$ cat config.mk
export PLATFORM = sky130hd
export DESIGN_NAME = sexpr_token_splitter
export DESIGN_NICKNAME = d
export VERILOG_FILES = /design/src/design/sts_pkg.sv /design/src/design/sexpr_token_splitter.sv
export SDC_FILE = /design/constraint.sdc
export NUM_CORES = 1
export LEC_CHECK = 0
export BUFFER_PORTS_ARGS = -buffer_cell sky130_fd_sc_hd__buf_2
export CORE_MARGIN = 2
export CORE_UTILIZATION = 55
export CTS_CLUSTER_SIZE = 10
export DETAILED_ROUTE_END_ITERATION = 10
export PLACE_DENSITY = 0.73
export SYNTH_ARGS = -nofsm -noshare
export SYNTH_HDL_FRONTEND = slang
export SYNTH_SLANG_ARGS = --single-unit
$ cat constraint.sdc
create_clock -name clk -period 8.6 [get_ports clk]
set_input_delay 0.43 -clock clk [delete_from_list [all_inputs] [get_ports clk]]
set_output_delay 0.43 -clock clk [all_outputs]
set_load 0.03 [all_outputs]
$ cat src/design/sts_pkg.sv
// Shared types and constants for the S-expression token splitter.
`timescale 1ns / 1ps
`default_nettype none

package sts_pkg;

  // Token kind codes
  localparam logic [2:0] KIND_LPAREN = 3'd0;
  localparam logic [2:0] KIND_RPAREN = 3'd1;
  localparam logic [2:0] KIND_SPACES = 3'd2;
  localparam logic [2:0] KIND_STRING = 3'd3;
  localparam logic [2:0] KIND_NUMBER = 3'd4;
  localparam logic [2:0] KIND_SYMBOL = 3'd5;
  localparam logic [2:0] KIND_IDLE   = 3'd7;

  // Character codes
  localparam logic [7:0] CH_LPAREN = 8'h28;
  localparam logic [7:0] CH_RPAREN = 8'h29;
  localparam logic [7:0] CH_SPACE  = 8'h20;
  localparam logic [7:0] CH_QUOTE  = 8'h22;
  localparam logic [7:0] CH_ZERO   = 8'h30;
  localparam logic [7:0] CH_NINE   = 8'h39;
  localparam logic [7:0] CH_DOT    = 8'h2E;

  localparam int FIELD_BITS = 16;

  typedef struct packed {
    logic [2:0]            kind;
    logic [FIELD_BITS-1:0] start;
    logic [FIELD_BITS-1:0] length;
    logic                  unterm;
    logic                  done;
    logic                  last;
  } res_t;

endpackage

`default_nettype wire

$ cat src/design/sexpr_token_splitter.sv
// S-expression token splitter: byte-at-a-time lexer with a small result queue.
`timescale 1ns / 1ps
`default_nettype none

// Usage
//   Input channel (in_*): one text byte per beat, in_final marks the last
//   byte of a text. A beat is taken when in_valid is high and in_stall low.
//   Result channel (out_*): one finished token per beat (kind, start offset,
//   length, unterminated-string flag, end-of-text flag, last-of-byte flag).
//   A byte yields zero, one or two results.
// Timing
//   The token state is updated in the cycle a byte is accepted and its
//   results are written into a four-entry result queue at that edge, from
//   which out_* presents them in order. One byte is accepted per cycle
//   while the queue has room for two results; the result port drains one
//   token per cycle while out_stall is low, which bounds the rate for bytes
//   that close one token and report another.
// Reset
//   rst_n (synchronous, active low) empties the queue, closes any open
//   token and returns the offset counter to zero.
// Back-pressure
//   While out_stall is high the head result holds; in_stall rises once
//   fewer than two queue slots are free.
module sexpr_token_splitter #(
  parameter int OFFSET_BITS = 16
) (
  input  wire logic        clk,
  input  wire logic        rst_n,
  input  wire logic        in_valid,
  output logic             in_stall,
  input  wire logic [7:0]  in_byte,
  input  wire logic        in_final,
  output logic             out_valid,
  input  wire logic        out_stall,
  output logic [2:0]       out_token_kind,
  output logic [15:0]      out_token_start,
  output logic [15:0]      out_token_length,
  output logic             out_unterminated,
  output logic             out_stream_done,
  output logic             out_run_last
);

  localparam logic [OFFSET_BITS-1:0] OFF_MAX = {OFFSET_BITS{1'b1}};

  // Token state
  logic [2:0]             kind_r,  kind_nxt;
  logic [OFFSET_BITS-1:0] start_r, start_nxt;
  logic [OFFSET_BITS-1:0] len_r,   len_nxt;
  logic [OFFSET_BITS-1:0] pos_r,   pos_nxt;

  // Result queue
  sts_pkg::res_t fifo_r [4];
  logic [1:0]    wr_ptr_r, rd_ptr_r;
  logic [2:0]    cnt_r, cnt_nxt;

  logic          in_fire, out_fire;
  sts_pkg::res_t res0, res1;
  logic [1:0]    res_n;
  sts_pkg::res_t head;

  assign in_fire  = in_valid && !in_stall;
  assign out_fire = out_valid && !out_stall;
  assign in_stall = (cnt_r > 3'd2);
  assign out_valid = (cnt_r != 3'd0);

  function automatic logic [OFFSET_BITS-1:0] sat_inc(input logic [OFFSET_BITS-1:0] v);
    sat_inc = (v == OFF_MAX) ? v : v + OFFSET_BITS'(1);
  endfunction

  function automatic sts_pkg::res_t mk_res(input logic [2:0] k,
                                           input logic [OFFSET_BITS-1:0] s,
                                           input logic [OFFSET_BITS-1:0] l,
                                           input logic u);
    sts_pkg::res_t r;
    r.kind   = k;
    r.start  = sts_pkg::FIELD_BITS'(s);
    r.length = sts_pkg::FIELD_BITS'(l);
    r.unterm = u;
    r.done   = 1'b0;
    r.last   = 1'b0;
    mk_res = r;
  endfunction

  // Byte classification and token step
  always_comb begin
    logic [2:0]    cls;
    logic          is_digit;
    logic          ends;
    logic          handled;
    logic          a_v, b_v, c_v;
    sts_pkg::res_t a_r, b_r, c_r, sec;
    logic          sec_v;

    is_digit = (in_byte inside {[sts_pkg::CH_ZERO:sts_pkg::CH_NINE]});
    if (in_byte == sts_pkg::CH_LPAREN)      cls = sts_pkg::KIND_LPAREN;
    else if (in_byte == sts_pkg::CH_RPAREN) cls = sts_pkg::KIND_RPAREN;
    else if (in_byte == sts_pkg::CH_SPACE)  cls = sts_pkg::KIND_SPACES;
    else if (in_byte == sts_pkg::CH_QUOTE)  cls = sts_pkg::KIND_STRING;
    else if (is_digit)                      cls = sts_pkg::KIND_NUMBER;
    else                                    cls = sts_pkg::KIND_SYMBOL;

    kind_nxt  = kind_r;
    start_nxt = start_r;
    len_nxt   = len_r;
    ends      = 1'b0;
    handled   = 1'b0;
    a_v = 1'b0; b_v = 1'b0; c_v = 1'b0;
    a_r = mk_res(kind_r, start_r, len_r, 1'b0);

    // Continue or close the open token
    case (kind_r)
      sts_pkg::KIND_IDLE: ;
      sts_pkg::KIND_SPACES: ends = (in_byte != sts_pkg::CH_SPACE);
      sts_pkg::KIND_STRING: begin
        if (in_byte == sts_pkg::CH_QUOTE) begin
          a_v      = 1'b1;
          a_r      = mk_res(sts_pkg::KIND_STRING, start_r, sat_inc(len_r), 1'b0);
          kind_nxt = sts_pkg::KIND_IDLE;
          handled  = 1'b1;
        end
      end
      sts_pkg::KIND_NUMBER: ends = !(is_digit || in_byte == sts_pkg::CH_DOT);
      default: ends = (in_byte == sts_pkg::CH_SPACE) ||
                      (in_byte == sts_pkg::CH_LPAREN) ||
                      (in_byte == sts_pkg::CH_RPAREN);
    endcase

    if (kind_r != sts_pkg::KIND_IDLE) begin
      if (ends) begin
        a_v      = 1'b1;
        kind_nxt = sts_pkg::KIND_IDLE;
      end else if (!handled) begin
        len_nxt = sat_inc(len_r);
        handled = 1'b1;
      end
    end

    // Start a new token; parens report at once
    b_r = mk_res(cls, pos_r, OFFSET_BITS'(1), 1'b0);
    if (!handled) begin
      if (cls == sts_pkg::KIND_LPAREN || cls == sts_pkg::KIND_RPAREN) begin
        b_v = 1'b1;
      end else begin
        kind_nxt  = cls;
        start_nxt = pos_r;
        len_nxt   = OFFSET_BITS'(1);
      end
    end

    pos_nxt = sat_inc(pos_r);

    // End of text: flush whatever is still open
    c_r = mk_res(kind_nxt, start_nxt, len_nxt, kind_nxt == sts_pkg::KIND_STRING);
    if (in_final) begin
      c_v       = (kind_nxt != sts_pkg::KIND_IDLE);
      kind_nxt  = sts_pkg::KIND_IDLE;
      start_nxt = '0;
      len_nxt   = '0;
      pos_nxt   = '0;
    end

    // Compact up to two results
    sec_v = b_v || c_v;
    sec   = b_v ? b_r : c_r;
    res0  = a_v ? a_r : sec;
    res1  = sec;
    res_n = {1'b0, a_v} + {1'b0, sec_v};
    if (res_n == 2'd2) begin
      res1.last = 1'b1;
      res1.done = in_final;
    end else begin
      res0.last = 1'b1;
      res0.done = in_final;
    end
  end

  always_ff @(posedge clk) begin
    if (!rst_n) begin
      kind_r  <= sts_pkg::KIND_IDLE;
      start_r <= '0;
      len_r   <= '0;
      pos_r   <= '0;
    end else if (in_fire) begin
      kind_r  <= kind_nxt;
      start_r <= start_nxt;
      len_r   <= len_nxt;
      pos_r   <= pos_nxt;
    end
  end

  // Queue storage
  always_ff @(posedge clk) begin
    if (in_fire && res_n != 2'd0) begin
      fifo_r[wr_ptr_r] <= res0;
    end
    if (in_fire && res_n == 2'd2) begin
      fifo_r[wr_ptr_r + 2'd1] <= res1;
    end
  end

  always_comb begin
    cnt_nxt = cnt_r + (in_fire ? {1'b0, res_n} : 3'd0) - {2'b00, out_fire};
  end

  always_ff @(posedge clk) begin
    if (!rst_n) begin
      wr_ptr_r <= '0;
      rd_ptr_r <= '0;
      cnt_r    <= '0;
    end else begin
      if (in_fire) wr_ptr_r <= wr_ptr_r + res_n;
      if (out_fire) rd_ptr_r <= rd_ptr_r + 2'd1;
      cnt_r <= cnt_nxt;
    end
  end

  assign head             = fifo_r[rd_ptr_r];
  assign out_token_kind   = head.kind;
  assign out_token_start  = head.start;
  assign out_token_length = head.length;
  assign out_unterminated = head.unterm;
  assign out_stream_done  = head.done;
  assign out_run_last     = head.last;

  // Checks
  a_cnt_bound: assert property (@(posedge clk) disable iff (!rst_n)
    cnt_r <= 3'd4)
    else $error("result queue overflow");

  a_ptr_cnt: assert property (@(posedge clk) disable iff (!rst_n)
    (wr_ptr_r - rd_ptr_r) == cnt_r[1:0])
    else $error("queue pointers disagree with count");

  a_final_clears: assert property (@(posedge clk) disable iff (!rst_n)
    in_fire && in_final |=> kind_r == sts_pkg::KIND_IDLE && pos_r == '0)
    else $error("token state not cleared after end of text");

  a_done_last: assert property (@(posedge clk) disable iff (!rst_n)
    out_valid && out_stream_done |-> out_run_last)
    else $error("end of text not on last result of its byte");

endmodule

`default_nettype wire
==> results of run 1 <==
[metrics by stage]
| step | hold slack [ns] | std cells | power [W] | util, % |
|---|---|---|---|---|
| after floorplan | 0.485 | 1005 | 0.00173 | - |
| after global placement | 0.504 | 1268 | 0.00192 | 58.3 |
| final | 0.227 | 1314 | 0.00286 | 61.9 |
| after global routing | 0.227 | 1314 | 0.00296 | 61.9 |
| after detailed placement | 0.526 | 1268 | 0.00193 | 58.3 |
| after CTS | 0.204 | 1314 | 0.00287 | 61.9 |
[synth_stat cells, types with 4 or more instances]
library cell,number
a2111oi_2,6
o21ai_0,54
and2_1,11
a31oi_1,17
nor4_1,5
and3_1,13
mux4_2,38
a21oi_1,69
o22ai_1,20
nor3_1,33
nand4_1,12
buf_1,6
inv_1,14
o21ai_1,8
o2bb2ai_1,12
or3_1,9
edfxtp_1,152
and4_1,6
a211oi_1,10
clkbuf_1,55
mux2i_1,12
a21o_1,8
mux2_4,26
nand3_1,18
nor2_4,4
o221a_2,4
nor2b_1,7
a21oi_4,4
xnor2_1,10
mux2_2,40
dfxtp_1,60
a22oi_1,18
buf_6,5
nor2_1,97
ha_1,9
nand2_1,75
xor2_1,14
buf_2,6
[worst paths after layout]
check                                  from       endpoint  cells past startpoint
worst max-delay path              kind_r[1]  fifo_r[3][12]                     11
worst min-delay path                  rst_n      kind_r[0]                      2
worst max register to register    kind_r[1]  fifo_r[3][12]                     11
worst min register to register  rd_ptr_r[1]           flop                      2
[report_power, final]
part           switching [W]  internal, W  leakage [nW]
clock network       0.000406     0.000548         0.344
registers          0.0000573      0.00115          1.85
logic               0.000452     0.000253          2.13
total               0.000916      0.00195          4.33
[sequential cells by signal, summed over array words and instances (netlist names), named ones only]
register,flops
fifo_r,152
wr_ptr_r,2
cnt_r,3
kind_r,3
len_r,16
rd_ptr_r,2
start_r,16
pos_r,16
[area by class of cell]
class | count | share of cell area (%)
Timing Repair Buffer | 65 | 2.85
Clock inverter | 2 | 0.199
Clock buffer | 44 | 5.55
Multi-Input combinational cell | 706 | 42.3
Inverter | 15 | 0.448
Tap cell | 270 | 2.69
Sequential cell | 212 | 45.9
[logic make-up (layout without fill, tap and decap cells)]
family | count (synthesis) | count (layout) | share of synthesized area (%)
AND/OR/NAND/NOR | 304 | 304 | 12.8
flip-flops | 212 | 212 | 50.5
AO/OA/AOI/OAI | 252 | 252 | 14.5
XOR/XNOR | 24 | 24 | 1.84
adder cells (fa/ha/maj) | 10 | 10 | 1.16
multiplexers | 116 | 116 | 15.9
buffers and inverters | 87 | 126 | 3.25
[metal layers]
metal	part of all wire [%]	up-vias	GRT usage, %
li1	-	3881	-
met1	43	4207	39.3
met2	47	434	42.2
met3	8.7	51	3.87
met4	1.9	0	7.05
met5	0	-	0
==> flow_metrics.py, run 1 <==
metrics = {
    "drt": {
        "avgViaCountPerCell": 6.52,
        "drcViolationCount": 0,
        "drtIter0Drc": 1041,
        "firstDrtPassIters": 6,
        "routedWlPerCell_um": 22.4,
        "wl_mm": 29.5,
        "vias": 8573,
        "ant_nets": 0,
    },
    "cells_and_area": {
        "multi_input_area_um2": 5320,
        "nets": 1048,
        "seqCellArea_um2": 5770,
        "fin_area_um2": 12600,
        "fillCellCount": 1666,
        "drive_above_1_share_pct": 22.1,
        "layout_common_cells": "edfxtp_1, nor2_1, nand2_1, a21oi_1, dfxtp_1",
        "syn2layout_area_growth_pct": 10.0,
        "diodes": 0,
        "final_common_cell": "edfxtp_1",
    },
    "sta": {
        "finalSetupViolations": 0,
        "period_share_pct": 54.2,
        "final_hold_viol_count": 0,
        "finClkSkew_ns": 0.0134,
        "drv_slew": 0,
        "rsz0062_at_grt": "no",
        "setup_slack_ns": 3.94,
        "timing.slew.headroom_pct": 22.1,
        "worstMarginPinSlew_ns": 1.16,
        "setup_tns_ns": 0,
        "fin_crit_ns": 4.66,
        "timing.fmax_ghz": 0.214,
    },
    "synthesis": {
        "netlist_instances": 1005,
        "seq_area_frac_synth_pct": 50.5,
        "avgSynthCellArea_um2": 11.4,
        "synth_fp_nets": 1028,
        "synth-seq-cells": 212,
        "yosys-top-cells-area": "edfxtp_1, dfxtp_1, mux4_2",
        "yosysTopAreaCellShare_pct": 40.0,
        "yosysWarnings": 0,
        "syn-cell-area_um2": 11400,
        "synth_top_area_cell": "edfxtp_1",
        "synth_cell_types": 65,
        "synth_edf_count": 152,
        "synthArstFlopShare_pct": 0,
        "synth-main-ff-cell": "edfxtp_1",
    },
    "floorplanning": {
        "die_y_um": 148,
        "fp.dieW_um": 148,
        "rows": 52,
        "core_area_um2": 20300,
        "dieArea_um2": 21900,
        "ios": 53,
        "start_util_pct": 56.2,
    },
    "placement": {
        "dpl_worst_slack_ns": 3.66,
        "dp_hpwl_mm": 19.0,
        "place_congestion": 0.957,
        "port_buffers": 52,
        "placed_area_um2": 11800,
    },
    "clock_tree": {
        "cts_setup_buffers": 0,
        "clk_path_buf_depth": 3,
        "clock-root-buffer": "clkbuf_16",
        "cts_buffers": 25,
        "htreeDepth": 1,
        "post_cts_resized": 0,
        "cts_hold_buf": 0,
        "clk_latency_ns": 0.54,
        "clk_pin_slew_ns": 0.06,
        "cts_tree": "done",
        "clock_sinks": 212,
    },
    "status": {
        "status": "finished clean",
    },
    "global_route": {
        "grt_max_degree": 39,
        "antenna_found_initial": 1,
        "grt_pass1_vias": 7955,
        "grt_pass1_wl_mm": 45.6,
        "grt_overflow": 0,
        "track_usage_pct": 26.8,
    },
    "worst_setup_path": {
        "crit_type": "flop to flop",
        "path_cells": "inv_1 -> a311o_1 -> o211a_2 -> a21o_1 -> nand2_1 -> ha_1 -> nor2b_1 -> nand3_1 -> a21oi_1 -> nor2_1 -> a2111oi_2",
        "worst-path-buf-inv": 1,
        "startpoint_type": "flop",
        "slowest_delay_ns": 0.82,
        "end_kind": "flop",
        "arrival_ns": 4.99,
        "ff2ff_setup_slack_ns": 3.94,
        "cp.required_ns": 8.93,
        "cpMaxStageDelayCell": "a21oi_1",
        "crit_fanout": 15,
        "path_delay_family": "compound AO/OA/AOI/OAI gates",
    },
    "power": {
        "leakage_nw": 4.33,
        "powerDensity_nw_per_um2": 228,
        "peakVddDrop_mv": 0.172,
    },
    "hold_path": {
        "hold_class": "primary input to flop",
    },
    "job": {
        "drv_cap": 0,
    },
}
No activity file was read; power rests on OpenSTA's default activity.
==> run 2, diff against run 1 <==
- ABC_AREA: not set -> 1
- PLACE_DENSITY: 0.73 -> 0.72
- clock period: 8.6 -> 4.85 ns (I/O delays scaled with it)
==> run 2 against run 1 <==
Compared with the run above: die area is 1.7% higher; synthesized cell count is 41% higher; first-iteration DRC count is 3.0% higher; clock-buffer cell count is 2 lower; worst hold slack worse by 0.16 ns; largest power group unchanged; highest routed layer unchanged.
==> flow_metrics.py, run 2 <==
metrics = {
    "power": {
        "peakVddDrop_mv": 0.215,
        "seqPwrFrac_pct": 36.9,
        "powerDensity_nw_per_um2": 503,
        "switching_share_pct": 39.7,
        "pwr-share-comb_pct": 36.8,
        "p_int_w": 0.00383,
        "leakage_nw": 4.62,
        "power_frac_clock_pct": 26.3,
        "switching_power_w": 0.00252,
    },
    "synthesis": {
        "synth_compound_area_share_pct": 17.6,
        "synth-xor-area-share_pct": 0.603,
        "synth-simple-area-share_pct": 23.8,
        "netlist_instances": 1418,
        "synth_edf_count": 152,
        "avgSynthCellArea_um2": 8.19,
        "syn-cell-area_um2": 11600,
        "synthMuxAreaShare_pct": 0,
        "synthAdderAreaFrac_pct": 1.14,
        "synth_fp_nets": 1441,
        "yosys-top-cells-area": "edfxtp_1, nand2_1, dfxtp_1",
        "synth_cell_types": 41,
        "synth_commonest_cells": "nand2_1, o21ai_0, edfxtp_1",
        "synth-seq-cells": 212,
        "synth_top_area_cell": "edfxtp_1",
        "synthArstFlopShare_pct": 0,
        "seq_area_frac_synth_pct": 49.6,
        "yosysWarnings": 0,
        "synth-main-ff-cell": "edfxtp_1",
        "synth_top_family_by_area": "simple AND/OR/NAND/NOR gates",
        "yosysTopAreaCellShare_pct": 39.3,
        "yosysMostFrequentCell": "nand2_1",
    },
    "worst_setup_path": {
        "ff2ff_setup_slack_ns": 0.85,
        "crit_type": "flop to flop",
        "arrival_ns": 4.22,
        "crit_fanout": 39,
        "path_delay_family": "simple AND/OR/NAND/NOR gates",
        "cpMaxStageDelayCell": "dfxtp_1",
        "regToRegEndpoint": "fifo_r[3][32]",
        "reg2reg_depth": 18,
        "cp.required_ns": 5.07,
        "path_cells": "nor2_1 -> nand2_1 -> clkinv_1 -> nand3_1 -> nand2_2 -> clkinv_4 -> nand3_4 -> nand2_4 -> inv_2 -> o21ai_1 -> inv_1 -> ha_1 -> nand2_1 -> nor2_1 -> inv_1 -> nand2_2 -> inv_2 -> o21ai_0",
        "startpoint_type": "flop",
        "slowest_delay_ns": 0.52,
        "worst-path-buf-inv": 6,
        "r2r_start": "kind_r[1]",
        "end_kind": "flop",
    },
    "global_route": {
        "grt_max_degree": 75,
        "track_usage_pct": 27.4,
        "antenna_found_initial": 0,
        "grt_overflow": 0,
        "grt_pass1_wl_mm": 48.0,
        "grt_pass1_vias": 8995,
    },
    "sta": {
        "fin_crit_ns": 4.00,
        "timing.slew.headroom_pct": 40.7,
        "final_hold_viol_count": 0,
        "finClkSkew_ns": 0.0121,
        "drv_slew": 0,
        "worstMarginPinSlew_ns": 0.880,
        "finalSetupViolations": 0,
        "timing.hold.ws_ns": 0.0687,
        "timing.fmax_ghz": 0.250,
        "period_share_pct": 82.4,
        "rsz0062_at_grt": "no",
    },
    "cells_and_area": {
        "drive_above_1_share_pct": 12.2,
        "nets": 1451,
        "syn2layout_area_growth_pct": 8.77,
        "final_common_cell": "nand2_1",
        "largest_reg_flops": 152,
        "top_register": "fifo_r",
        "layout_common_cells": "nand2_1, o21ai_0, edfxtp_1, nor2_1, inv_1",
        "instances_no_fill": 1721,
        "diodes": 0,
    },
    "drt": {
        "drtIter0Drc": 1072,
        "ant_nets": 0,
        "avgViaCountPerCell": 5.73,
        "vias": 9864,
        "routedWlPerCell_um": 17.5,
        "wl_mm": 30.1,
        "drcViolationCount": 0,
        "firstDrtPassIters": 6,
    },
    "placement": {
        "dp_hpwl_mm": 19.8,
        "place_congestion": 0.994,
        "placedCellCount": 1676,
        "port_buffers": 52,
    },
    "floorplanning": {
        "fp.dieW_um": 149,
        "ios": 53,
        "die_y_um": 149,
        "dieArea_um2": 22300,
        "start_util_pct": 55.6,
        "rows": 53,
        "core_area_um2": 20900,
    },
    "clock_tree": {
        "clk_latency_ns": 0.52,
        "cts_setup_buffers": 0,
        "clock-root-buffer": "clkbuf_16",
        "clock_sinks": 212,
        "cts_tree": "done",
        "clk_path_buf_depth": 3,
        "htreeDepth": 1,
        "cts_hold_buf": 0,
        "cts_buffers": 25,
        "post_cts_resized": 0,
        "clk_pin_slew_ns": 0.06,
    },
    "status": {
        "status": "finished clean",
    },
    "hold_path": {
        "min_to": "rd_ptr_r[0]",
        "holdPathStages": 3,
        "hold_class": "primary input to flop",
        "min_from": "out_stall",
    },
    "job": {
        "drv_cap": 0,
    },
}
-- run 2: worst max path at each step --
| stage | start | endpoint | slack, ns | depth (start not counted) |
|---|---|---|---|---|
| floorplan | kind_r[0] | fifo_r[0][0] | -0.27 | 15 |
| global placement | in_byte[7] | fifo_r[2][3] | 1.08 | 22 |
| CTS | kind_r[1] | fifo_r[2][3] | 0.92 | 20 |
| detailed placement | in_byte[4] | fifo_r[2][3] | 0.92 | 22 |
| global route | kind_r[1] | fifo_r[2][36] | 0.41 | 18 |
| finish | kind_r[1] | fifo_r[3][32] | 0.85 | 18 |
-- run 2: tightest hold or removal path, cell delays in order --
cell and delay [ns]:
buf_2 0.07, a21oi_1 0.08, a21oi_1 0.15
-- run 2: layout make-up --
type                            count  area, µm²
Clock buffer                       42        699
Clock inverter                      3       17.5
Fill cell                        1841       8250
Inverter                           97        377
Multi-Input combinational cell   1026       5060
Sequential cell                   212       5770
Tap cell                          275        344
Timing Repair Buffer               66        365
-- run 2: kinds of logic after synthesis --
logic type	count (synthesis)
adders and majority gates	10
xor gates and xnor gates	8
and+or+nand+nor	620
DFF	212
buffers and inverters	180
AOI/OAI and AO/OA	388
-- run 2: routing by layer --
layer  GRT usage, %  up-vias  part of all wire [%]
li1               -     4886                     -
met1           40.2     4577                    45
met2           42.6      362                    44
met3           4.74       39                   9.3
met4           6.19        0                   1.4
met5              0        -                     0
-- run 2: power groups by stage --
stage / clock [W] / combinational [W] / sequential, W
after floorplan: 0 / 0.00178 / 0.00234
after global placement: 0 / 0.00227 / 0.00237
after detailed placement: 0 / 0.00231 / 0.00238
after CTS: 0.00168 / 0.00232 / 0.00234
after global routing: 0.00174 / 0.00259 / 0.00236
final: 0.00167 / 0.00234 / 0.00234
-- run 2: metrics by stage --
step	util, %	setup TNS, ns	instance area [µm²]	setup slack (ns)	power [W]
after floorplan	-	-40.76	11600	-0.268	0.00412
after global placement	57.1	0	11900	1.08	0.00464
after detailed placement	57.1	0	11900	0.918	0.00469
after CTS	60.5	0	12600	0.919	0.00634
after global routing	60.5	0	12600	0.408	0.00670
final	60.5	0	12600	0.854	0.00635
